### src/rtl/core/rsms_pkg.sv
// Package for the route-switch mute-ramp sequencer.
// Holds widths, phase codes and register indexes; no dependencies.
package rsms_pkg;

	localparam int FIELD_W = 16;
	localparam int GAIN_W = 17;
	localparam int STEP_W = 8;
	localparam int CFG_IDX_W = 8;
	localparam int CFG_DATA_W = 17;
	localparam int DIVD_W = 25;
	localparam int DIV_CNT_W = 5;
	localparam int NUM_MASKS = 4;

	localparam logic [GAIN_W-1:0] UNITY_Q16 = 17'h10000;

	localparam logic [1:0] PH_IDLE = 2'd0;
	localparam logic [1:0] PH_DOWN = 2'd1;
	localparam logic [1:0] PH_HOLD = 2'd2;
	localparam logic [1:0] PH_UP = 2'd3;

	localparam logic [CFG_IDX_W-1:0] CFG_RAMP_DOWN = 8'd0;
	localparam logic [CFG_IDX_W-1:0] CFG_HOLD = 8'd1;
	localparam logic [CFG_IDX_W-1:0] CFG_RAMP_UP = 8'd2;
	localparam logic [CFG_IDX_W-1:0] CFG_THRESHOLD = 8'd3;

	typedef logic [STEP_W-1:0] step_t;
	typedef logic [GAIN_W-1:0] gain_t;
	typedef logic [DIVD_W-1:0] divd_t;

	typedef struct packed {
		logic start;
		divd_t dividend;
		step_t divisor;
	} div_req_t;

	typedef struct packed {
		logic done;
		divd_t quotient;
	} div_rsp_t;

endpackage

### src/rtl/core/rsms_if.sv
// Channel interfaces for the route-switch mute-ramp sequencer.
// Request, result and configuration channels; uses rsms_pkg widths.
interface rsms_req_if;
	logic valid;
	logic ready;
	logic [rsms_pkg::FIELD_W-1:0] req_enable_mask;
	logic [rsms_pkg::FIELD_W-1:0] req_primary_bypass;
	logic [rsms_pkg::FIELD_W-1:0] req_sfx_bypass;
	logic [rsms_pkg::FIELD_W-1:0] req_noise_source;
	logic mute_request;
	logic [rsms_pkg::GAIN_W-1:0] master_volume;

	modport source (output valid, req_enable_mask, req_primary_bypass, req_sfx_bypass,
		req_noise_source, mute_request, master_volume, input ready);
	modport sink (input valid, req_enable_mask, req_primary_bypass, req_sfx_bypass,
		req_noise_source, mute_request, master_volume, output ready);
endinterface

interface rsms_res_if;
	logic valid;
	logic ready;
	logic [rsms_pkg::FIELD_W-1:0] applied_enable_mask;
	logic [rsms_pkg::FIELD_W-1:0] applied_primary_bypass;
	logic [rsms_pkg::FIELD_W-1:0] applied_sfx_bypass;
	logic [rsms_pkg::FIELD_W-1:0] applied_noise_source;
	logic [rsms_pkg::GAIN_W-1:0] dac_gain;
	logic gain_write;
	logic soft_mute_write;
	logic soft_mute_value;
	logic [1:0] phase;

	modport source (output valid, applied_enable_mask, applied_primary_bypass,
		applied_sfx_bypass, applied_noise_source, dac_gain, gain_write, soft_mute_write,
		soft_mute_value, phase, input ready);
	modport sink (input valid, applied_enable_mask, applied_primary_bypass,
		applied_sfx_bypass, applied_noise_source, dac_gain, gain_write, soft_mute_write,
		soft_mute_value, phase, output ready);
endinterface

interface rsms_cfg_if;
	logic valid;
	logic ready;
	logic [rsms_pkg::CFG_IDX_W-1:0] index;
	logic [rsms_pkg::CFG_DATA_W-1:0] data;

	modport source (output valid, index, data, input ready);
	modport sink (input valid, index, data, output ready);
endinterface

### src/rtl/core/rsms_div.sv
// Restoring divider, one quotient bit per cycle.
// Uses rsms_pkg for widths and the request/response structs.
module rsms_div (
	input logic clk,
	input logic arst_n,
	input rsms_pkg::div_req_t req,
	output rsms_pkg::div_rsp_t rsp
);
	import rsms_pkg::*;

	localparam logic [DIV_CNT_W-1:0] LAST_BIT = DIV_CNT_W'(DIVD_W - 1);

	logic busy_q;
	logic done_q;
	logic [DIV_CNT_W-1:0] cnt_q;
	step_t rem_q;
	step_t den_q;
	divd_t quo_q;
	logic [STEP_W:0] trial;
	logic fits;

	// Shift the next dividend bit into the partial remainder and try a subtract.
	assign trial = {rem_q, quo_q[DIVD_W-1]};
	assign fits = trial >= {1'b0, den_q};

	always_ff @(posedge clk or negedge arst_n) begin
		if (!arst_n) begin
			busy_q <= 1'b0;
			done_q <= 1'b0;
			cnt_q <= '0;
		end else begin
			done_q <= 1'b0;
			if (req.start) begin
				busy_q <= 1'b1;
				cnt_q <= '0;
			end else if (busy_q) begin
				cnt_q <= cnt_q + 1'b1;
				if (cnt_q == LAST_BIT) begin
					busy_q <= 1'b0;
					done_q <= 1'b1;
				end
			end
		end
	end

	always_ff @(posedge clk) begin
		if (req.start) begin
			rem_q <= '0;
			den_q <= req.divisor;
			quo_q <= req.dividend;
		end else if (busy_q) begin
			rem_q <= fits ? STEP_W'(trial - {1'b0, den_q}) : trial[STEP_W-1:0];
			quo_q <= {quo_q[DIVD_W-2:0], fits};
		end
	end

	assign rsp.done = done_q;
	assign rsp.quotient = quo_q;

endmodule

### src/rtl/core/route_switch_mute_ramp_sequencer.sv
// Top level of the route-switch mute-ramp sequencer.
// Depends on rsms_pkg, the channel interfaces in rsms_if and the divider rsms_div.
//
// Usage: one beat on req is one control tick with four requested routing masks,
// a mute request and a master volume. For each tick the block returns one beat on
// res with the masks in force, the DAC gain, the write flags and the phase.
// A mask change seen while idle starts a ramp down, then a hold at the floor,
// then a ramp up; the new masks are latched when the ramp reaches the floor.
// Configuration writes on cfg (index 0 ramp down steps, 1 hold steps, 2 ramp up
// steps, 3 write threshold) are always accepted and belong in idle time.
// Steps: the idle state takes a request beat; the prep state sets the ramp
// fraction, forms volume times numerator and starts the bit-serial divider;
// the divide state waits for the quotient; the finish state checks the
// threshold and loads the result register once that register is free.
// req is ready only while no tick is in work, so a new tick is taken only after
// the last one has loaded its result. A stalled res holds its beat and the next
// tick proceeds until its own result needs the result register.
// Reset clears the phase, step count, applied masks, gain history and result
// valid flag, and loads the default configuration.
module route_switch_mute_ramp_sequencer #(
	parameter int MASK_BITS = 16
) (
	input logic clk,
	input logic arst_n,
	rsms_req_if.sink req,
	rsms_res_if.source res,
	rsms_cfg_if.sink cfg
);
	import rsms_pkg::*;

	localparam logic [1:0] S_IDLE = 2'd0;
	localparam logic [1:0] S_PREP = 2'd1;
	localparam logic [1:0] S_DIV = 2'd2;
	localparam logic [1:0] S_FIN = 2'd3;

	logic [1:0] state_q;

	step_t ramp_down_q, hold_q, ramp_up_q;
	gain_t thr_q;

	logic [1:0] phase_q;
	step_t step_q;
	logic [NUM_MASKS-1:0][MASK_BITS-1:0] cur_q;
	gain_t last_gain_q;
	logic ever_q;
	logic last_mute_q;

	logic [NUM_MASKS-1:0][FIELD_W-1:0] req_raw_q;
	logic mute_q;
	gain_t vol_q;
	logic [1:0] ph_q;

	logic res_valid_q;
	logic [NUM_MASKS-1:0][FIELD_W-1:0] out_mask_q;
	gain_t out_gain_q;
	logic out_wr_q, out_smw_q, out_smv_q;
	logic [1:0] out_ph_q;

	logic [NUM_MASKS-1:0][MASK_BITS-1:0] req_m;
	logic [NUM_MASKS-1:0][FIELD_W-1:0] cur_out;
	logic differs, start_ramp;
	logic [1:0] ph;
	step_t sc, n, num, den, adv, hold_n, down_n, up_n;
	logic [STEP_W:0] inc;
	logic at_end;
	gain_t vol_sat, gain, diff;
	logic wr, out_free;
	div_req_t div_req;
	div_rsp_t div_rsp;

	// Fit each field to the configured mask width both ways.
	always_comb begin
		for (int i = 0; i < NUM_MASKS; i++) begin
			logic [MASK_BITS+FIELD_W-1:0] wide_in, wide_out;
			wide_in = {{MASK_BITS{1'b0}}, req_raw_q[i]};
			wide_out = {{FIELD_W{1'b0}}, cur_q[i]};
			req_m[i] = wide_in[MASK_BITS-1:0];
			cur_out[i] = wide_out[FIELD_W-1:0];
		end
	end

	assign differs = (req_m != cur_q);
	assign start_ramp = (phase_q == PH_IDLE) && differs;
	assign ph = start_ramp ? PH_DOWN : phase_q;
	assign sc = start_ramp ? '0 : step_q;

	assign down_n = (ramp_down_q == '0) ? STEP_W'(1) : ramp_down_q;
	assign hold_n = (hold_q == '0) ? STEP_W'(1) : hold_q;
	assign up_n = (ramp_up_q == '0) ? STEP_W'(1) : ramp_up_q;

	always_comb begin
		case (ph)
			PH_DOWN: n = down_n;
			PH_HOLD: n = hold_n;
			PH_UP: n = up_n;
			default: n = STEP_W'(1);
		endcase
	end

	// Saturate the step at the phase length.
	assign inc = {1'b0, sc} + 1'b1;
	assign adv = (inc > {1'b0, n}) ? n : inc[STEP_W-1:0];
	assign at_end = adv >= n;

	always_comb begin
		case (ph)
			PH_DOWN: begin
				num = n - adv;
				den = n;
			end
			PH_HOLD: begin
				num = '0;
				den = STEP_W'(1);
			end
			PH_UP: begin
				num = adv;
				den = n;
			end
			default: begin
				num = STEP_W'(1);
				den = STEP_W'(1);
			end
		endcase
	end

	assign vol_sat = (vol_q > UNITY_Q16) ? UNITY_Q16 : vol_q;

	assign div_req.start = (state_q == S_PREP);
	assign div_req.dividend = DIVD_W'(vol_sat) * DIVD_W'(num) + DIVD_W'(den >> 1);
	assign div_req.divisor = den;

	rsms_div u_div (
		.clk(clk),
		.arst_n(arst_n),
		.req(div_req),
		.rsp(div_rsp)
	);

	assign gain = mute_q ? '0 : div_rsp.quotient[GAIN_W-1:0];
	assign diff = (gain > last_gain_q) ? gain - last_gain_q : last_gain_q - gain;
	assign wr = !ever_q || (diff > thr_q);
	assign out_free = !res_valid_q || res.ready;

	assign req.ready = (state_q == S_IDLE);
	assign cfg.ready = 1'b1;

	always_ff @(posedge clk or negedge arst_n) begin
		if (!arst_n) begin
			ramp_down_q <= STEP_W'(20);
			hold_q <= STEP_W'(20);
			ramp_up_q <= STEP_W'(30);
			thr_q <= GAIN_W'(66);
		end else if (cfg.valid) begin
			case (cfg.index)
				CFG_RAMP_DOWN: ramp_down_q <= cfg.data[STEP_W-1:0];
				CFG_HOLD: hold_q <= cfg.data[STEP_W-1:0];
				CFG_RAMP_UP: ramp_up_q <= cfg.data[STEP_W-1:0];
				CFG_THRESHOLD: thr_q <= cfg.data[GAIN_W-1:0];
				default: ;
			endcase
		end
	end

	always_ff @(posedge clk or negedge arst_n) begin
		if (!arst_n) begin
			state_q <= S_IDLE;
			phase_q <= PH_IDLE;
			step_q <= '0;
			cur_q <= '0;
			last_gain_q <= '0;
			ever_q <= 1'b0;
			last_mute_q <= 1'b0;
			res_valid_q <= 1'b0;
		end else begin
			if (res_valid_q && res.ready) begin
				res_valid_q <= 1'b0;
			end
			case (state_q)
				S_IDLE: begin
					if (req.valid) begin
						state_q <= S_PREP;
					end
				end
				S_PREP: begin
					// Commit the phase advance now; only the gain waits on the divider.
					if (at_end) begin
						step_q <= '0;
						case (ph)
							PH_DOWN: begin
								phase_q <= PH_HOLD;
								cur_q <= req_m;
							end
							PH_HOLD: phase_q <= PH_UP;
							PH_UP: phase_q <= PH_IDLE;
							default: phase_q <= PH_IDLE;
						endcase
					end else begin
						step_q <= adv;
						phase_q <= ph;
					end
					state_q <= S_DIV;
				end
				S_DIV: begin
					if (div_rsp.done) begin
						state_q <= S_FIN;
					end
				end
				S_FIN: begin
					if (out_free) begin
						res_valid_q <= 1'b1;
						if (wr) begin
							last_gain_q <= gain;
							ever_q <= 1'b1;
						end
						last_mute_q <= mute_q;
						state_q <= S_IDLE;
					end
				end
				default: state_q <= S_IDLE;
			endcase
		end
	end

	always_ff @(posedge clk) begin
		if (state_q == S_IDLE && req.valid) begin
			req_raw_q[0] <= req.req_enable_mask;
			req_raw_q[1] <= req.req_primary_bypass;
			req_raw_q[2] <= req.req_sfx_bypass;
			req_raw_q[3] <= req.req_noise_source;
			mute_q <= req.mute_request;
			vol_q <= req.master_volume;
		end
		if (state_q == S_PREP) begin
			ph_q <= ph;
		end
		if (state_q == S_FIN && out_free) begin
			out_mask_q <= cur_out;
			out_gain_q <= gain;
			out_wr_q <= wr;
			out_smw_q <= mute_q != last_mute_q;
			out_smv_q <= mute_q;
			out_ph_q <= ph_q;
		end
	end

	assign res.valid = res_valid_q;
	assign res.applied_enable_mask = out_mask_q[0];
	assign res.applied_primary_bypass = out_mask_q[1];
	assign res.applied_sfx_bypass = out_mask_q[2];
	assign res.applied_noise_source = out_mask_q[3];
	assign res.dac_gain = out_gain_q;
	assign res.gain_write = out_wr_q;
	assign res.soft_mute_write = out_smw_q;
	assign res.soft_mute_value = out_smv_q;
	assign res.phase = out_ph_q;

endmodule
### src/flat_wrapper.sv
// flat-port wrapper written by rule: the top's interface ports become plain ports
module route_switch_mute_ramp_sequencer_flat import rsms_pkg::*;
#(
	parameter int MASK_BITS = 16
)
  (clk, arst_n, req_valid, req_req_enable_mask, req_req_primary_bypass, req_req_sfx_bypass, req_req_noise_source, req_mute_request, req_master_volume, req_ready, res_valid, res_applied_enable_mask, res_applied_primary_bypass, res_applied_sfx_bypass, res_applied_noise_source, res_dac_gain, res_gain_write, res_soft_mute_write, res_soft_mute_value, res_phase, res_ready, cfg_valid, cfg_index, cfg_data, cfg_ready);
  rsms_req_if req_i ();
  rsms_res_if res_i ();
  rsms_cfg_if cfg_i ();
  input logic clk;
  input logic arst_n;
  input wire logic [$bits(req_i.valid)-1:0] req_valid;
  input wire logic [$bits(req_i.req_enable_mask)-1:0] req_req_enable_mask;
  input wire logic [$bits(req_i.req_primary_bypass)-1:0] req_req_primary_bypass;
  input wire logic [$bits(req_i.req_sfx_bypass)-1:0] req_req_sfx_bypass;
  input wire logic [$bits(req_i.req_noise_source)-1:0] req_req_noise_source;
  input wire logic [$bits(req_i.mute_request)-1:0] req_mute_request;
  input wire logic [$bits(req_i.master_volume)-1:0] req_master_volume;
  output wire logic [$bits(req_i.ready)-1:0] req_ready;
  output wire logic [$bits(res_i.valid)-1:0] res_valid;
  output wire logic [$bits(res_i.applied_enable_mask)-1:0] res_applied_enable_mask;
  output wire logic [$bits(res_i.applied_primary_bypass)-1:0] res_applied_primary_bypass;
  output wire logic [$bits(res_i.applied_sfx_bypass)-1:0] res_applied_sfx_bypass;
  output wire logic [$bits(res_i.applied_noise_source)-1:0] res_applied_noise_source;
  output wire logic [$bits(res_i.dac_gain)-1:0] res_dac_gain;
  output wire logic [$bits(res_i.gain_write)-1:0] res_gain_write;
  output wire logic [$bits(res_i.soft_mute_write)-1:0] res_soft_mute_write;
  output wire logic [$bits(res_i.soft_mute_value)-1:0] res_soft_mute_value;
  output wire logic [$bits(res_i.phase)-1:0] res_phase;
  input wire logic [$bits(res_i.ready)-1:0] res_ready;
  input wire logic [$bits(cfg_i.valid)-1:0] cfg_valid;
  input wire logic [$bits(cfg_i.index)-1:0] cfg_index;
  input wire logic [$bits(cfg_i.data)-1:0] cfg_data;
  output wire logic [$bits(cfg_i.ready)-1:0] cfg_ready;
  assign req_i.valid = req_valid;
  assign req_i.req_enable_mask = req_req_enable_mask;
  assign req_i.req_primary_bypass = req_req_primary_bypass;
  assign req_i.req_sfx_bypass = req_req_sfx_bypass;
  assign req_i.req_noise_source = req_req_noise_source;
  assign req_i.mute_request = req_mute_request;
  assign req_i.master_volume = req_master_volume;
  assign req_ready = req_i.ready;
  assign res_valid = res_i.valid;
  assign res_applied_enable_mask = res_i.applied_enable_mask;
  assign res_applied_primary_bypass = res_i.applied_primary_bypass;
  assign res_applied_sfx_bypass = res_i.applied_sfx_bypass;
  assign res_applied_noise_source = res_i.applied_noise_source;
  assign res_dac_gain = res_i.dac_gain;
  assign res_gain_write = res_i.gain_write;
  assign res_soft_mute_write = res_i.soft_mute_write;
  assign res_soft_mute_value = res_i.soft_mute_value;
  assign res_phase = res_i.phase;
  assign res_i.ready = res_ready;
  assign cfg_i.valid = cfg_valid;
  assign cfg_i.index = cfg_index;
  assign cfg_i.data = cfg_data;
  assign cfg_ready = cfg_i.ready;
  route_switch_mute_ramp_sequencer #(.MASK_BITS(MASK_BITS)) u_core (.clk(clk), .arst_n(arst_n), .req(req_i), .res(res_i), .cfg(cfg_i));
endmodule
### config.mk
export PLATFORM = sky130hd
export DESIGN_NAME = route_switch_mute_ramp_sequencer_flat
export DESIGN_NICKNAME = d
export VERILOG_FILES = /design/src/rtl/core/rsms_pkg.sv /design/src/rtl/core/rsms_if.sv /design/src/rtl/core/rsms_div.sv /design/src/rtl/core/route_switch_mute_ramp_sequencer.sv /design/src/flat_wrapper.sv
export SDC_FILE = /design/constraint.sdc
export NUM_CORES = 1
export LEC_CHECK = 0
export ABC_AREA = 1
export BUFFER_PORTS_ARGS = -buffer_cell sky130_fd_sc_hd__buf_2
export CAP_MARGIN = 10
export CORE_MARGIN = 10
export CORE_UTILIZATION = 45
export DETAILED_ROUTE_END_ITERATION = 6
export PLACE_DENSITY = 0.74
export SYNTH_ARGS = -nofsm -noshare
export SYNTH_HDL_FRONTEND = slang
export SYNTH_SLANG_ARGS = --single-unit
export TNS_END_PERCENT = 10
### constraint.sdc
create_clock -name clk -period 11.6 [get_ports clk]
set_input_delay 0.58 -clock clk [delete_from_list [all_inputs] [get_ports clk]]
set_output_delay 0.58 -clock clk [all_outputs]
set_load 0.05 [all_outputs]
==> results.sh <==
export IMPL_outcome="finished, final reports clean"
export IMPL_regArea_sq_um=9872
export IMPL_tightestPinTransition_ns=1.135
export IMPL_synth_area_sq_um=22050
export IMPL_core_area_sq_um=48650
export IMPL_drt_iter0_markers=1401
export IMPL_power_leakage_nw=11.59
export IMPL_grt_pass1_vias=17370
export IMPL_synth_async_reset_ratio=0.4056
export IMPL_ant_nets=0
export IMPL_startpoint_type="flop"
export IMPL_maxCapViolCount=0
export IMPL_drt_pass1_iter_count=7
export IMPL_syn_num_nets=2782
export IMPL_maxSlewViolCount=0
export IMPL_cp_required_ns=12.01
export IMPL_ios=201
export IMPL_r2r_slack_ns=1.09
export IMPL_synthTopCellsByArea="edfxtp_1, dfrtp_1, nand2_1, fa_1, ha_1"
export IMPL_die_w_microns=241.4
export IMPL_fin_nets=2986
export IMPL_clockBufferDepth=3
export IMPL_dieArea_sq_um=58260
export IMPL_slew_headroom=0.2432
export IMPL_grt_max_degree=120
export IMPL_setup_viol=0
export IMPL_fillers=4421
export IMPL_start_util=0.4533
export IMPL_yosysTopAreaCellShare=0.2764
export IMPL_ys_types=63
export IMPL_place_area_sq_um=23670
export IMPL_routedWlPerCell_microns=17.13
export IMPL_dieHeight_microns=241.4
export IMPL_cts_tree="yes"
export IMPL_power_mw=4.559
export IMPL_clk_pin_slew_worst_paths_ns=0.06
export IMPL_ctsRootBufferMaster="clkbuf_16"
export IMPL_place_hpwl_microns=42890
export IMPL_num_vias=17040
export IMPL_crit_arrival_ns=10.92
export IMPL_drive_gt1_frac=0.1397
export IMPL_r2r_end="u_core.u_div.quo_q[21]"
export IMPL_fmax_mhz=95.18
export IMPL_synthesis_instances=2433
export IMPL_yosysWarnings=0
export IMPL_timing_setup_tns_ns=0
export IMPL_dp_cells=3215
export IMPL_fin_skew_ns=0.02981
export IMPL_p_per_area_nw_per_um2=182.0
export IMPL_cts_resized=0
export IMPL_avgViaCountPerCell=5.173
export IMPL_yosys_cell_count_top_type="nand2_1"
export IMPL_seq_area_frac_synth=0.4476
export IMPL_fin_crit_ns=10.51
export IMPL_clock_latency_ns=0.59
export IMPL_synth_edf_count=203
export IMPL_worstHoldPathType="input pin to asynchronous set/reset pin"
export IMPL_slowest_stage="nand3_1"
export IMPL_final_instance_count_excl_fill=3293
export IMPL_gp_congestion=0.9004
export IMPL_port_buffers=199
export IMPL_synth_seq_cells=355
export IMPL_synth_common_cells="nand2_1, inv_1, edfxtp_1"
export IMPL_routed_wl_microns=56390
export IMPL_fin_area_sq_um=25060
export IMPL_antenna_found_initial=1
export IMPL_num_rows=81
export IMPL_ir_worst_vdd_uv=153.3
export IMPL_multi_input_area_sq_um=10270
export IMPL_overflow=0
export IMPL_avgSynthCellArea_sq_um=9.064
export IMPL_critPathMaxFanout=15
export IMPL_cpPeakStageDelay_ns=0.67
export IMPL_rsz0062_at_grt="no"
export IMPL_h_tree_depth=2
export IMPL_numCtsBuffers=41
export IMPL_post_cts_setup_buffer_count=0
export IMPL_post_route_period_util=0.9058
export IMPL_holdBufCountCts=0
export IMPL_synth_top_area_cell="edfxtp_1"
export IMPL_cp_end_kind="flop"
export IMPL_clock_sinks=355
export IMPL_cp_common_cell="nand2_1"
export IMPL_final_hold_viol_count=0
export IMPL_grt_total_usage=0.1965
export IMPL_crit_type="flop to flop"
export IMPL_synthToLayoutAreaGrowth_pct=13.61
export IMPL_synth_main_ff_cell="edfxtp_1"
export IMPL_reg2regPathDepth=46
export IMPL_r2r_start="u_core.cur_out[49]"
export IMPL_grt_pass1_wl_microns=91430
export IMPL_drc_errors=0
[critical path: cells and delay by family (launching register included)]
| kind | cells | cell delay [ns] |
|---|---|---|
| fa+ha+maj | 9 | 3.67 |
| xor+xnor | 1 | 0.17 |
| flops | 1 | 0.40 |
| compound gates | 8 | 1.94 |
| simple gates | 23 | 3.79 |
| buf+inv | 5 | 0.32 |
[how the worst max path moves through the flow]
stage,from,to,slack (ns),cells after the start
2_1_floorplan,u_core.cur_out[33],u_core.u_div.quo_q[21],2.44,51
3_3_place_gp,u_core.cur_out[26],u_core.u_div.quo_q[20],1.48,50
3_5_place_dp,u_core.cur_out[26],u_core.u_div.quo_q[21],1.24,49
4_1_cts,u_core.cur_out[26],u_core.u_div.quo_q[21],1.18,49
5_1_grt,u_core.cur_out[13],u_core.u_div.quo_q[21],0.09,52
6_report,u_core.cur_out[49],u_core.u_div.quo_q[21],1.09,46
[cells by family (layout without fill, tap and decap cells)]
| logic type | Yosys count | after routing | synth area share |
|---|---|---|---|
| XOR/XNOR | 44 | 44 | 0.01747 |
| flip-flops | 355 | 355 | 0.4476 |
| multiplexers | 9 | 9 | 0.004596 |
| buffers and inverters | 496 | 733 | 0.08748 |
| AO/OA/AOI/OAI | 409 | 409 | 0.1097 |
| adder cells (fa/ha/maj) | 237 | 237 | 0.1688 |
| other | 1 | 2 | 0.0001700 |
| AND/OR/NAND/NOR | 882 | 882 | 0.1641 |
[stage by stage]
stage	hold WS, ns	utilization	setup WS, ns
2_1_floorplan	0.2844	-	2.440
3_3_place_gp	0.4461	0.4866	1.483
3_5_place_dp	0.4195	0.4866	1.238
4_1_cts	0.06615	0.5144	1.183
5_1_grt	0.08711	0.5150	0.08570
6_report	0.04703	0.5150	1.093
[metal layers]
layer  vias up  global-route usage  wire length [microns]
li1       8223                   -                      -
met1      8211              0.2503                  24320
met2       506              0.3346                  27460
met3        95             0.03662                   3211
met4         0             0.05830                   1398
met5         -                   0                      0
[flip-flops by register name (all words and copies together), names as in the netlist, 16 cells and up]
name and flops:
u_core.thr_q 17, u_core.u_div.quo_q 25, u_core.res.applied_primary_bypass 16, u_core.res.applied_sfx_bypass 16
u_core.cur_out 64, u_core.res.applied_enable_mask 16, u_core.res.applied_noise_source 16, u_core.last_gain_q 17
u_core.res.dac_gain 17, u_core.vol_q 17, u_core.req_m 64
[power by group]
part / leakage (nW) / internal (mW) / switching, mW
clock: 0.659 / 0.744 / 0.545
combinational: 7.22 / 0.679 / 1.25
sequential: 3.71 / 1.34 / 0.00533
total: 11.6 / 2.76 / 1.80
[placed cells by master, fill, tap and decap left out, drive strengths merged, types with 9 or more instances in the layout]
| cell type | count |
|---|---|
| xor2 | 29 |
| dfstp | 10 |
| nand4 | 13 |
| ha | 136 |
| o211ai | 12 |
| edfxtp | 203 |
| clkbuf | 60 |
| buf | 208 |
| nor2 | 163 |
| xnor2 | 15 |
| nand3 | 54 |
| a31oi | 10 |
| dfrtp | 134 |
| nand2 | 617 |
| mux2 | 9 |
| a21oi | 144 |
| nor3 | 9 |
| inv | 448 |
| clkinv | 16 |
| o21ai | 195 |
| fa | 101 |
[cell type report]
class,instances,share of cell area
clock inverter,16,0.006492
clock buffer,60,0.04749
sequential,355,0.3940
tap,622,0.03106
antenna,1,0.00009988
inverter,449,0.06742
multi-input combinational,1582,0.4099
timing repair buffer,208,0.04350
(Power assumes the default switching activity.)
